===== config.mk =====
export PLATFORM = sky130hd
export DESIGN_NAME = dirty_output_command_scheduler
export DESIGN_NICKNAME = d
export VERILOG_FILES = /design/src/sv/dosc_pkg.sv /design/src/sv/dosc_front.sv /design/src/sv/dosc_fifo.sv /design/src/sv/dosc_back.sv /design/src/sv/dirty_output_command_scheduler.sv
export SDC_FILE = /design/constraint.sdc
export NUM_CORES = 2
export LEC_CHECK = 0
export BUFFER_PORTS_ARGS = -buffer_cell sky130_fd_sc_hd__buf_2
export CORE_UTILIZATION = 45
export DETAILED_ROUTE_END_ITERATION = 16
export GPL_TIMING_DRIVEN = 0
export HOLD_SLACK_MARGIN = 0.15
export SLEW_MARGIN = 20
export SYNTH_ARGS = -nofsm -noshare
export SYNTH_HDL_FRONTEND = slang
export SYNTH_HIERARCHICAL = 1
export SYNTH_SLANG_ARGS = --single-unit
export TNS_END_PERCENT = 20

===== constraint.sdc =====
create_clock -name clock -period 16.8 [get_ports clock]
set_clock_uncertainty 0.05 [all_clocks]
set_input_delay 0.84 -clock clock [delete_from_list [all_inputs] [get_ports clock]]
set_output_delay 0.84 -clock clock [all_outputs]
set_load 0.01 [all_outputs]

===== src/sv/dosc_pkg.sv =====
// Shared types and constants of the output command scheduler.
`default_nettype none

package dosc_pkg;

   // Table size and field widths
   localparam int NUM_CHANNELS = 8;
   localparam int CH_W         = (NUM_CHANNELS > 1) ? $clog2(NUM_CHANNELS) : 1;
   localparam int IDX_W        = 4;
   localparam int CHB_W        = 5;
   localparam int FREQ_W       = 32;
   localparam int DUTY_W       = 16;
   localparam int CODE_W       = 8;
   localparam int CSR_ADDR_W   = 4;
   localparam int CSR_DATA_W   = 32;

   // Operation codes of an input transaction
   typedef enum logic [1:0] {
      OP_SET  = 2'd0,
      OP_POLL = 2'd1,
      OP_ACK  = 2'd2
   } op_type;

   // Register indexes of the configuration port
   typedef enum logic [1:0] {
      REG_SET_CODE     = 2'd0,
      REG_DISABLE_CODE = 2'd1,
      REG_OK_CODE      = 2'd2,
      REG_DUTY_LIMIT   = 2'd3
   } reg_type;

   typedef struct packed {
      logic [CODE_W-1:0] set_code;
      logic [CODE_W-1:0] disable_code;
      logic [CODE_W-1:0] ok_code;
      logic [DUTY_W-1:0] duty_limit;
   } cfg_type;

   // Classified command as it travels from front to back
   typedef struct packed {
      op_type            op;
      logic [CH_W-1:0]   idx;
      logic              enable;
      logic [FREQ_W-1:0] freq;
      logic [DUTY_W-1:0] duty;
      logic              ack_fail;
   } cmd_type;

   // One set of output values (wanted or last sent)
   typedef struct packed {
      logic              enable;
      logic [FREQ_W-1:0] freq;
      logic [DUTY_W-1:0] duty;
   } setting_type;

   typedef struct packed {
      logic              found;
      logic              kind;
      logic [CODE_W-1:0] command;
      logic [CHB_W-1:0]  channel;
      logic [FREQ_W-1:0] freq;
      logic [DUTY_W-1:0] duty;
      logic [IDX_W-1:0]  index;
   } rsp_type;

endpackage

`default_nettype wire


===== src/sv/dosc_front.sv =====
// Front end: accepts input transactions, drops ignored ones, clamps duty.
`default_nettype none

module dosc_front (
   input  wire dosc_pkg::cfg_type            cfg,
   input  wire                               start,
   input  wire [1:0]                         req_operation,
   input  wire [dosc_pkg::IDX_W-1:0]         req_channel_index,
   input  wire                               req_enable,
   input  wire [dosc_pkg::FREQ_W-1:0]        req_frequency_hz,
   input  wire [dosc_pkg::DUTY_W-1:0]        req_duty,
   input  wire [dosc_pkg::CODE_W-1:0]        req_ack_result,
   input  wire                               queue_full,
   output logic                              busy,
   output logic                              push,
   output dosc_pkg::cmd_type                 cmd
);

   logic accept;
   logic in_range;
   logic keep;

   assign busy   = queue_full;
   assign accept = start && !queue_full;
   assign in_range = {1'b0, req_channel_index} < (dosc_pkg::IDX_W + 1)'(dosc_pkg::NUM_CHANNELS);

   // Classify: set and acknowledge need a valid entry, unknown codes are dropped
   always_comb begin
      case (dosc_pkg::op_type'(req_operation))
         dosc_pkg::OP_SET:  keep = in_range;
         dosc_pkg::OP_POLL: keep = 1'b1;
         dosc_pkg::OP_ACK:  keep = in_range;
         default:           keep = 1'b0;
      endcase
   end

   assign push = accept && keep;

   // Build the queued command, clamp duty and resolve the acknowledge result
   always_comb begin
      cmd.op       = dosc_pkg::op_type'(req_operation);
      cmd.idx      = req_channel_index[dosc_pkg::CH_W-1:0];
      cmd.enable   = req_enable;
      cmd.freq     = req_frequency_hz;
      cmd.duty     = (req_duty > cfg.duty_limit) ? cfg.duty_limit : req_duty;
      cmd.ack_fail = (req_ack_result != cfg.ok_code);
   end

endmodule

`default_nettype wire


===== src/sv/dosc_fifo.sv =====
// Two-entry command queue between front end and back end.
`default_nettype none

module dosc_fifo (
   input  wire                clock,
   input  wire                reset,
   input  wire                push,
   input  wire dosc_pkg::cmd_type din,
   input  wire                pop,
   output dosc_pkg::cmd_type  dout,
   output logic               full,
   output logic               empty
);

   localparam int DEPTH = 2;
   localparam int PTR_W = 1;

   dosc_pkg::cmd_type       mem_ff [DEPTH];
   logic [PTR_W-1:0]        wr_ptr_ff, wr_ptr_in;
   logic [PTR_W-1:0]        rd_ptr_ff, rd_ptr_in;
   logic [PTR_W:0]          count_ff, count_in;

   assign full  = (count_ff == (PTR_W + 1)'(DEPTH));
   assign empty = (count_ff == '0);
   assign dout  = mem_ff[rd_ptr_ff];

   // Advance pointers and fill count
   always_comb begin
      wr_ptr_in = push ? wr_ptr_ff + 1'b1 : wr_ptr_ff;
      rd_ptr_in = pop  ? rd_ptr_ff + 1'b1 : rd_ptr_ff;
      count_in  = count_ff + {{PTR_W{1'b0}}, push} - {{PTR_W{1'b0}}, pop};
   end

   always_ff @(posedge clock) begin
      if (reset) begin
         wr_ptr_ff <= '0;
         rd_ptr_ff <= '0;
         count_ff  <= '0;
      end else begin
         wr_ptr_ff <= wr_ptr_in;
         rd_ptr_ff <= rd_ptr_in;
         count_ff  <= count_in;
      end
   end

   // Store the entry
   always_ff @(posedge clock) begin
      if (push) begin
         mem_ff[wr_ptr_ff] <= din;
      end
   end

endmodule

`default_nettype wire


===== src/sv/dosc_back.sv =====
// Back end: channel table, dirty scan and command frame generation.
`default_nettype none

module dosc_back (
   input  wire                    clock,
   input  wire                    reset,
   input  wire dosc_pkg::cfg_type cfg,
   input  wire                    empty,
   input  wire dosc_pkg::cmd_type cmd,
   output logic                   pop,
   output logic                   rsp_strobe,
   output dosc_pkg::rsp_type      rsp
);

   typedef enum logic {ST_FETCH, ST_EXEC} state_type;

   localparam int N = dosc_pkg::NUM_CHANNELS;

   state_type                  state_ff;
   dosc_pkg::cmd_type          cmd_ff;
   logic [dosc_pkg::CH_W-1:0]  addr_ff;
   logic                       found_ff;
   dosc_pkg::setting_type      want_row_ff;
   dosc_pkg::setting_type      sent_row_ff;
   logic                       strobe_ff;
   dosc_pkg::rsp_type          rsp_ff, rsp_in;

   dosc_pkg::setting_type      want_ff [N];
   dosc_pkg::setting_type      sent_ff [N];
   logic [N-1:0]               dirty_ff;
   logic [N-1:0]               await_ff;

   logic [N-1:0]               eligible;
   logic [dosc_pkg::CH_W-1:0]  pick;
   logic                       any;
   logic [dosc_pkg::CH_W-1:0]  addr;
   dosc_pkg::setting_type      new_want;

   // Lowest entry that is dirty and not awaiting an acknowledge
   always_comb begin
      eligible = dirty_ff & ~await_ff;
      any      = |eligible;
      pick     = '0;
      for (int c = N - 1; c >= 0; c--) begin
         if (eligible[c]) begin
            pick = dosc_pkg::CH_W'(c);
         end
      end
   end

   assign pop  = (state_ff == ST_FETCH) && !empty;
   assign addr = (cmd.op == dosc_pkg::OP_POLL) ? pick : cmd.idx;

   // Build the result frame of a poll
   always_comb begin
      rsp_in = '0;
      if (found_ff) begin
         rsp_in.found   = 1'b1;
         rsp_in.channel = dosc_pkg::CHB_W'(addr_ff) + dosc_pkg::CHB_W'(1);
         rsp_in.index   = dosc_pkg::IDX_W'(addr_ff);
         if (want_row_ff.enable) begin
            rsp_in.kind    = 1'b0;
            rsp_in.command = cfg.set_code;
            rsp_in.freq    = want_row_ff.freq;
            rsp_in.duty    = want_row_ff.duty;
         end else begin
            rsp_in.kind    = 1'b1;
            rsp_in.command = cfg.disable_code;
         end
      end
   end

   // Sequence: fetch and read the row, then execute and update
   always_ff @(posedge clock) begin
      if (reset) begin
         state_ff  <= ST_FETCH;
         strobe_ff <= 1'b0;
      end else begin
         strobe_ff <= 1'b0;
         case (state_ff)
            ST_FETCH: begin
               if (!empty) begin
                  cmd_ff      <= cmd;
                  addr_ff     <= addr;
                  found_ff    <= any;
                  want_row_ff <= want_ff[addr];
                  sent_row_ff <= sent_ff[addr];
                  state_ff    <= ST_EXEC;
               end
            end
            ST_EXEC: begin
               if (cmd_ff.op == dosc_pkg::OP_POLL) begin
                  strobe_ff <= 1'b1;
                  rsp_ff    <= rsp_in;
               end
               state_ff <= ST_FETCH;
            end
            default: state_ff <= ST_FETCH;
         endcase
      end
   end

   assign new_want = '{enable: cmd_ff.enable, freq: cmd_ff.freq, duty: cmd_ff.duty};

   // Update the channel table
   always_ff @(posedge clock) begin
      if (reset) begin
         dirty_ff <= '0;
         await_ff <= '0;
         for (int c = 0; c < N; c++) begin
            want_ff[c] <= '0;
            sent_ff[c] <= '0;
         end
      end else if (state_ff == ST_EXEC) begin
         case (cmd_ff.op)
            dosc_pkg::OP_SET: begin
               want_ff[addr_ff] <= new_want;
               if (new_want != want_row_ff) begin
                  dirty_ff[addr_ff] <= 1'b1;
               end
            end
            dosc_pkg::OP_ACK: begin
               await_ff[addr_ff] <= 1'b0;
               dirty_ff[addr_ff] <= cmd_ff.ack_fail || (want_row_ff != sent_row_ff);
            end
            dosc_pkg::OP_POLL: begin
               if (found_ff) begin
                  await_ff[addr_ff] <= 1'b1;
                  sent_ff[addr_ff]  <= want_row_ff;
               end
            end
            default: ;
         endcase
      end
   end

   assign rsp_strobe = strobe_ff;
   assign rsp        = rsp_ff;

endmodule

`default_nettype wire


===== src/sv/dirty_output_command_scheduler.sv =====
// Top level of the output command scheduler: register port, queue, front and back ends.
`default_nettype none

// Keeps an eight-entry table of output channels and issues one command frame per poll
// for the lowest dirty channel not awaiting an acknowledge. A transaction is taken when
// start is high and busy is low; busy rises only while the two-entry queue is full.
// The back end handles each transaction in a table read state (ST_FETCH) and then an
// update state (ST_EXEC), and takes no new transaction until the last one is through.
// Poll results appear on the rsp_ ports for one cycle, marked by rsp_strobe, and are
// registered at the end of the update state; the receiver must take them as they come.
// Set and acknowledge transactions with an out-of-range channel, and unknown
// operations, are dropped at the front and give no result.
module dirty_output_command_scheduler (
   input  wire                              clock,
   input  wire                              reset,
   input  wire                              start,
   output logic                             busy,
   input  wire [1:0]                        req_operation,
   input  wire [dosc_pkg::IDX_W-1:0]        req_channel_index,
   input  wire                              req_enable,
   input  wire [dosc_pkg::FREQ_W-1:0]       req_frequency_hz,
   input  wire [dosc_pkg::DUTY_W-1:0]       req_duty,
   input  wire [dosc_pkg::CODE_W-1:0]       req_ack_result,
   output logic                             rsp_strobe,
   output logic                             rsp_found,
   output logic                             rsp_request_kind,
   output logic [dosc_pkg::CODE_W-1:0]      rsp_command_byte,
   output logic [dosc_pkg::CHB_W-1:0]       rsp_channel_byte,
   output logic [dosc_pkg::FREQ_W-1:0]      rsp_sent_frequency,
   output logic [dosc_pkg::DUTY_W-1:0]      rsp_sent_duty_value,
   output logic [dosc_pkg::IDX_W-1:0]       rsp_request_index,
   input  wire                              psel,
   input  wire                              penable,
   input  wire                              pwrite,
   input  wire [dosc_pkg::CSR_ADDR_W-1:0]   paddr,
   input  wire [dosc_pkg::CSR_DATA_W-1:0]   pwdata,
   output logic [dosc_pkg::CSR_DATA_W-1:0]  prdata,
   output logic                             pready
);

   dosc_pkg::cfg_type  cfg_ff;
   dosc_pkg::reg_type  reg_sel;
   logic               csr_write;
   logic               push;
   logic               pop;
   logic               queue_full;
   logic               queue_empty;
   dosc_pkg::cmd_type  push_cmd;
   dosc_pkg::cmd_type  head_cmd;
   dosc_pkg::rsp_type  rsp;

   assign pready    = 1'b1;
   assign reg_sel   = dosc_pkg::reg_type'(paddr[3:2]);
   assign csr_write = psel && penable && pwrite && pready;

   // Hold configuration registers
   always_ff @(posedge clock) begin
      if (reset) begin
         cfg_ff.set_code     <= 8'd1;
         cfg_ff.disable_code <= 8'd2;
         cfg_ff.ok_code      <= 8'd0;
         cfg_ff.duty_limit   <= 16'd10000;
      end else if (csr_write) begin
         case (reg_sel)
            dosc_pkg::REG_SET_CODE:     cfg_ff.set_code     <= pwdata[7:0];
            dosc_pkg::REG_DISABLE_CODE: cfg_ff.disable_code <= pwdata[7:0];
            dosc_pkg::REG_OK_CODE:      cfg_ff.ok_code      <= pwdata[7:0];
            dosc_pkg::REG_DUTY_LIMIT:   cfg_ff.duty_limit   <= pwdata[15:0];
            default: ;
         endcase
      end
   end

   // Return register contents on read
   always_comb begin
      case (reg_sel)
         dosc_pkg::REG_SET_CODE:     prdata = {24'd0, cfg_ff.set_code};
         dosc_pkg::REG_DISABLE_CODE: prdata = {24'd0, cfg_ff.disable_code};
         dosc_pkg::REG_OK_CODE:      prdata = {24'd0, cfg_ff.ok_code};
         dosc_pkg::REG_DUTY_LIMIT:   prdata = {16'd0, cfg_ff.duty_limit};
         default:                    prdata = '0;
      endcase
   end

   dosc_front u_front (
      .cfg               (cfg_ff),
      .start             (start),
      .req_operation     (req_operation),
      .req_channel_index (req_channel_index),
      .req_enable        (req_enable),
      .req_frequency_hz  (req_frequency_hz),
      .req_duty          (req_duty),
      .req_ack_result    (req_ack_result),
      .queue_full        (queue_full),
      .busy              (busy),
      .push              (push),
      .cmd               (push_cmd)
   );

   dosc_fifo u_fifo (
      .clock (clock),
      .reset (reset),
      .push  (push),
      .din   (push_cmd),
      .pop   (pop),
      .dout  (head_cmd),
      .full  (queue_full),
      .empty (queue_empty)
   );

   dosc_back u_back (
      .clock      (clock),
      .reset      (reset),
      .cfg        (cfg_ff),
      .empty      (queue_empty),
      .cmd        (head_cmd),
      .pop        (pop),
      .rsp_strobe (rsp_strobe),
      .rsp        (rsp)
   );

   assign rsp_found           = rsp.found;
   assign rsp_request_kind    = rsp.kind;
   assign rsp_command_byte    = rsp.command;
   assign rsp_channel_byte    = rsp.channel;
   assign rsp_sent_frequency  = rsp.freq;
   assign rsp_sent_duty_value = rsp.duty;
   assign rsp_request_index   = rsp.index;

   // Back end passes through a fetch state between executions, so results never come back to back
   a_no_back_to_back: assert property (@(posedge clock) disable iff (reset)
      rsp_strobe |=> !rsp_strobe)
      else $error("result strobe in consecutive cycles");

   // Empty poll returns an all-zero frame
   a_empty_poll_zero: assert property (@(posedge clock) disable iff (reset)
      rsp_strobe && !rsp_found |-> rsp_command_byte == '0 && rsp_channel_byte == '0 &&
         rsp_sent_frequency == '0 && rsp_sent_duty_value == '0 && rsp_request_index == '0)
      else $error("empty poll with nonzero fields");

   // Channel byte is the entry index plus one
   a_channel_byte: assert property (@(posedge clock) disable iff (reset)
      rsp_strobe && rsp_found |->
         rsp_channel_byte == {1'b0, rsp_request_index} + 5'd1)
      else $error("channel byte does not match request index");

   // Disable frames carry no frequency or duty
   a_disable_zero: assert property (@(posedge clock) disable iff (reset)
      rsp_strobe && rsp_found && rsp_request_kind |->
         rsp_sent_frequency == '0 && rsp_sent_duty_value == '0)
      else $error("disable frame with payload");

endmodule

`default_nettype wire

After elaboration in Yosys (flattened, before gate mapping)
Memories as Yosys holds them, arrays and structs flattened. A register that Yosys moved wholly into a read port is not among the register bits.
Index checks and enable logic that the tools add are counted.
Operators by class
  bitwise operators: 9
  add/subtract/negate cells: 5
  eq/ne operators: 14
  order comparisons: 4
  mux-type cells: 46
  reduce and logical (&&, ||, !) cells: 29
Operator list (count)
  $pmux W32 S4: 1
  $mux W49: 2
  $ne A49 B49 Y1: 2
  $reduce_or A49 Y1: 2
  $mux W67: 1
  $mux W48: 1
  $mux W3: 11
  $pmux W8 S2: 2
  $mux W1: 20
  $and A8 B8 Y8: 2
  $gt A16 B16 Y1: 1
  $mux W16: 1
  $mux W8: 2
  $not A8 Y8: 2
  $or A8 B8 Y8: 2
  $reduce_and A3 Y1: 4
  $eq A2 B2 Y1 const B: 5
  $reduce_and A2 Y1: 5
  $mux W9: 1
  $bwmux W8: 1
  $eq A2 B1 Y1 const B: 4
  $logic_not A2 Y1: 4
  $ne A8 B8 Y1: 1
  $reduce_or A8 Y1: 1
  other kinds (16): 29
Word-level totals
  memory bits (writable): 894
  register bits after elaboration: 185
  input bits: 105
  word-level logic and storage cells: 136
  memories kept: 3
Memories
  u_back.sent_ff: depth 8, bits a word 49, read ports 1, clocked after Yosys merged registers in 1, wr ports 8, RTL line dosc_back.sv:29  | dosc_pkg::setting_type sent_ff [N];
  u_back.want_ff: depth 8, bits a word 49, read ports 1, clocked after Yosys merged registers in 1, wr ports 8, RTL line dosc_back.sv:28  | dosc_pkg::setting_type want_ff [N];
  u_fifo.mem_ff: depth 2, bits a word 55, read ports 1, clocked after Yosys merged registers in 1, wr ports 1, RTL line dosc_fifo.sv:18  | dosc_pkg::cmd_type mem_ff [DEPTH];

Depth between registers and ports, before layout
  depth after elaboration: 11
  gate-level depth with buffers: 11

By module
The synthesis kept the hierarchy.
By module, submodules not included
  dosc_back: area an instance 44357.5 µm², times used 1, sequential area each 30479.2 µm², cells each 2692
  dosc_fifo: area an instance 4438.0 µm², times used 1, sequential area each 3403.3 µm², cells each 192
  dirty_output_command_scheduler: area an instance 2079.5 µm², times used 1, sequential area each 800.8 µm², cells each 210
  dosc_front: area an instance 1083.5 µm², times used 1, sequential area each 0.0 µm², cells each 131

Worst setup path after synthesis
OpenSTA, ideal clock, no wires.
  path kind: input -> register
  start point: in reset
  end point: reg u_back/addr_ff[0] in the netlist's numbering (enable)
  setup slack: 4.286 ns
  arrival time: 11.607 ns
  stages on the path: 3
  setup time: 0.857 ns
  path through: clkbuf_1 clkbuf_1 nor3_1
On the way
  word-level cells in the longest chain between the ends: 2
RTL lines
  start: declaration: RTL line dirty_output_command_scheduler.sv:15  | input wire reset,
  $not A1 Y1 (no line)
  $reduce_and A3 Y1 (no line)
  end signal: assignment: RTL line dosc_back.sv:84  | addr_ff <= addr;
  end: declaration: RTL line dosc_back.sv:21  | logic [dosc_pkg::CH_W-1:0] addr_ff;
No other way between the ends.
A chain may end at the register's enable or synchronous reset.

==> flow_summary.toml <==
[placement]
gp_congestion = 0.862
dpl_cell_area_mm2 = 0.0560
place_hpwl_um = 94700
numPortBuffers = 133

[die]
start_util = 0.454
coreArea_mm2 = 0.114
die_area_mm2 = 0.117
rows = 124
die_y_um = 342
io_pins = 207
die_w_um = 342

[grt]
grt_max_degree = 47
grt_pass1_vias = 28600
track_usage = 0.238
grt_overflow = 0
grt_first_pass_wirelength_um = 199000
antenna_found_initial = 9

[timing]
fin_crit_ns = 4.67
worst_hold_slack_ns = 0.228
fmax_mhz = 214
finalHoldViolCount = 0
finalSetupViolations = 0
worstMarginPinSlew_ns = 1.19
drv_slew = 0
rsz0062_at_grt = "no"
fin_crit_sh = 0.278
relSlewSlack = 0.205

[finish]
area_delta_synth_final_pct = 15.5
n_fill_cell = 9316
stdcell_area_mm2 = 0.0600
fin_nets = 3695
drive_above_1_share = 0.244

[power]
combPwrFrac = 0.263
p_seq_frac = 0.427
p_sw_mw = 2.60
sw_frac_of_total = 0.299
p_per_area_mw_per_mm2 = 145
power.static_leakage_nw = 22.0
internal_power_mw = 6.10
peakVddDrop_v = 0.0000820
clockPowerShare = 0.311

[synth]
syn_avg_cell_area_um2 = 16.1
synth_cell_types = 70
netlist_area_mm2 = 0.0520
synth_seq_area_share = 0.668
async_flop_share = 0
synth_top_area_cell = "edfxtp_1"
synth_edf_count = 1113
ys_ff_latch = 1176
syn_inst = 3225
synth.top_cell.area_share = 0.643
synthTopCellsByCount = "edfxtp_1, and2_1, mux4_2"
synth_area_leaders = "edfxtp_1, mux4_2, and2_1"
ys.flop_type = "edfxtp_1"
synth.most_common_cell = "edfxtp_1"
yosysWarnings = 6

[clock_network]
cts_setup_buffers = 0
postCtsHoldBufs = 0
clkTransAtPathRegs_ns = 0.06
cts_made_buffers = 131
post_cts_resized = 0
clk_path_buf_depth = 3
cts_tree = "built"
clockRootBuffer = "clkbuf_16"
cts_sinks = 1176
clock_latency_ns = 0.74
htree_levels = 4

[critical_path]
start_kind = "flip-flop"
worstPathMaxFanout = 10
worstPathArrival_ns = 5.10
path_buf_inv = 4
path_delay_family = "buffers and inverters"
required_ns = 17.23
path_cells = "buf_6, buf_12, mux2_4, nand2b_1, nor2_1, a21oi_1, nor2_1, clkbuf_1, buf_2, mux4_2, mux2_2"
critical_path_class = "reg -> reg"
slowest_delay_ns = 0.90
cp_slowest_cell = "clkbuf_1"
crit_path_frequent_cell = "nor2_1"
end_kind = "flip-flop"

[route]
drt_drc_violations_left = 0
drtIter0Drc = 2992
vias_per_cell = 5.55
first_pass_iters = 5
ant_nets = 0
route.vias.total = 28800
drt-total-wl_um = 138000
wl_per_cell_um = 26.6

[status]
status = "completed"

[flow_run]
drv_cap = 0

[min_path]
hold_class = "in -> reg"
[final timing paths]
check / from / to / slack, ns / cells after the start
hold / removal: req_frequency_hz[28] / u_fifo/mem_ff[1][45] / 0.23 / 1
setup reg to reg: flip-flop / u_back/sent_row_ff[1] / 12.13 / 11
hold reg to reg: cfg_ff[31] / cfg_ff[31] / 0.44 / 2
setup / recovery: flip-flop / u_back/sent_row_ff[1] / 12.13 / 11
[layout by cell type, fill, tap and decap left out, drive strengths merged, types with 4 or more instances in the layout]
cell type | Yosys | routed
bufinv | 0 | 4
nor3 | 71 | 71
xnor2 | 37 | 37
edfxtp | 1113 | 1113
a21oi | 26 | 26
clkinv | 1 | 47
nor2b | 41 | 41
clkbuf | 177 | 352
nand2b | 43 | 43
nor2 | 51 | 51
mux2 | 170 | 170
inv | 36 | 41
nor4 | 33 | 33
ha | 19 | 19
or3b | 4 | 4
mux4 | 204 | 204
a32o | 8 | 8
nand4 | 15 | 15
a31oi | 7 | 7
buf | 117 | 314
and2 | 666 | 666
o221ai | 10 | 10
mux2i | 37 | 37
diode | 0 | 5
conb | 3 | 19
nand2 | 16 | 16
o21ai | 36 | 36
nor3b | 5 | 5
dfxtp | 63 | 63
xor2 | 59 | 59
and3 | 107 | 107
or2 | 7 | 7
a211oi | 10 | 10
[final cells by class]
cell class | instances | area (um2) | share of cell area
clock buffer | 175 | 3560 | 0.0593
buffer | 294 | 1620 | 0.0270
timing repair buffer | 197 | 1910 | 0.0318
tap | 1512 | 1890 | 0.0315
inverter | 37 | 139 | 0.00231
sequential | 1176 | 34700 | 0.578
clock inverter | 57 | 449 | 0.00749
antenna | 5 | 12.5 | 0.000209
multi-input combinational | 1734 | 15700 | 0.262
[flip-flops by register name, indices dropped and copies added (netlist names), named ones only]
register and count:
cfg_ff 40, u_back/addr_ff 3, u_back/cmd_ff 52, u_back/dirty_ff 8, u_back/found_ff 1, u_back/rsp 65, u_back/rsp_strobe 1, u_back/sent_ff 392
u_back/sent_row_ff 49, u_back/state_ff 1, u_back/want_ff 392, u_back/want_row_ff 49, u_fifo/count_ff 2, u_fifo/mem_ff 110, u_fifo/rd_ptr_ff 1, u_fifo/wr_ptr_ff 1
[per-stage QoR]
stage,std cells,TNS (ns),total power [mW],utilization,setup slack (ns)
detailed placement,4950,0,6.06,0.490,12.27
floorplan,3241,0,5.24,-,4.29
global route,5184,0,9.00,0.525,12.02
CTS,5182,0,8.77,0.525,12.24
finish,5187,0,8.70,0.525,12.13
global placement,4886,-878.23,6.06,0.477,-5.73
[logic make-up after synthesis]
| family | after synthesis | synth area share |
|---|---|---|
| flip-flops | 1176 | 0.668 |
| AND/OR/NAND/NOR | 1077 | 0.126 |
| multiplexers | 411 | 0.137 |
| buffers and inverters | 331 | 0.0337 |
| AO/OA/AOI/OAI | 111 | 0.0142 |
| XOR/XNOR | 97 | 0.0166 |
| adder cells (fa/ha/maj) | 19 | 0.00458 |
| other | 3 | 0.000217 |
[routing by layer]
metal  global-route usage  wire length [um]  vias to the layer above
li1                     -                 -                    12700
met1                0.326             57000                    14700
met2                0.382             66000                     1122
met3               0.0463             10700                      223
met4               0.0780              4130                        2
met5                    0                 7                        -
[power by group through the flow]
stage                     Sequential, mW  Combinational (mW)  Clock (mW)
after floorplan                     3.71                1.53           0
after global placement              3.85                2.21           0
after detailed placement            3.77                2.30           0
after CTS                           3.71                2.30        2.75
after global routing                3.73                2.41        2.86
final                               3.71                2.28        2.70
Note: power is estimated with default switching activity, not from simulation.
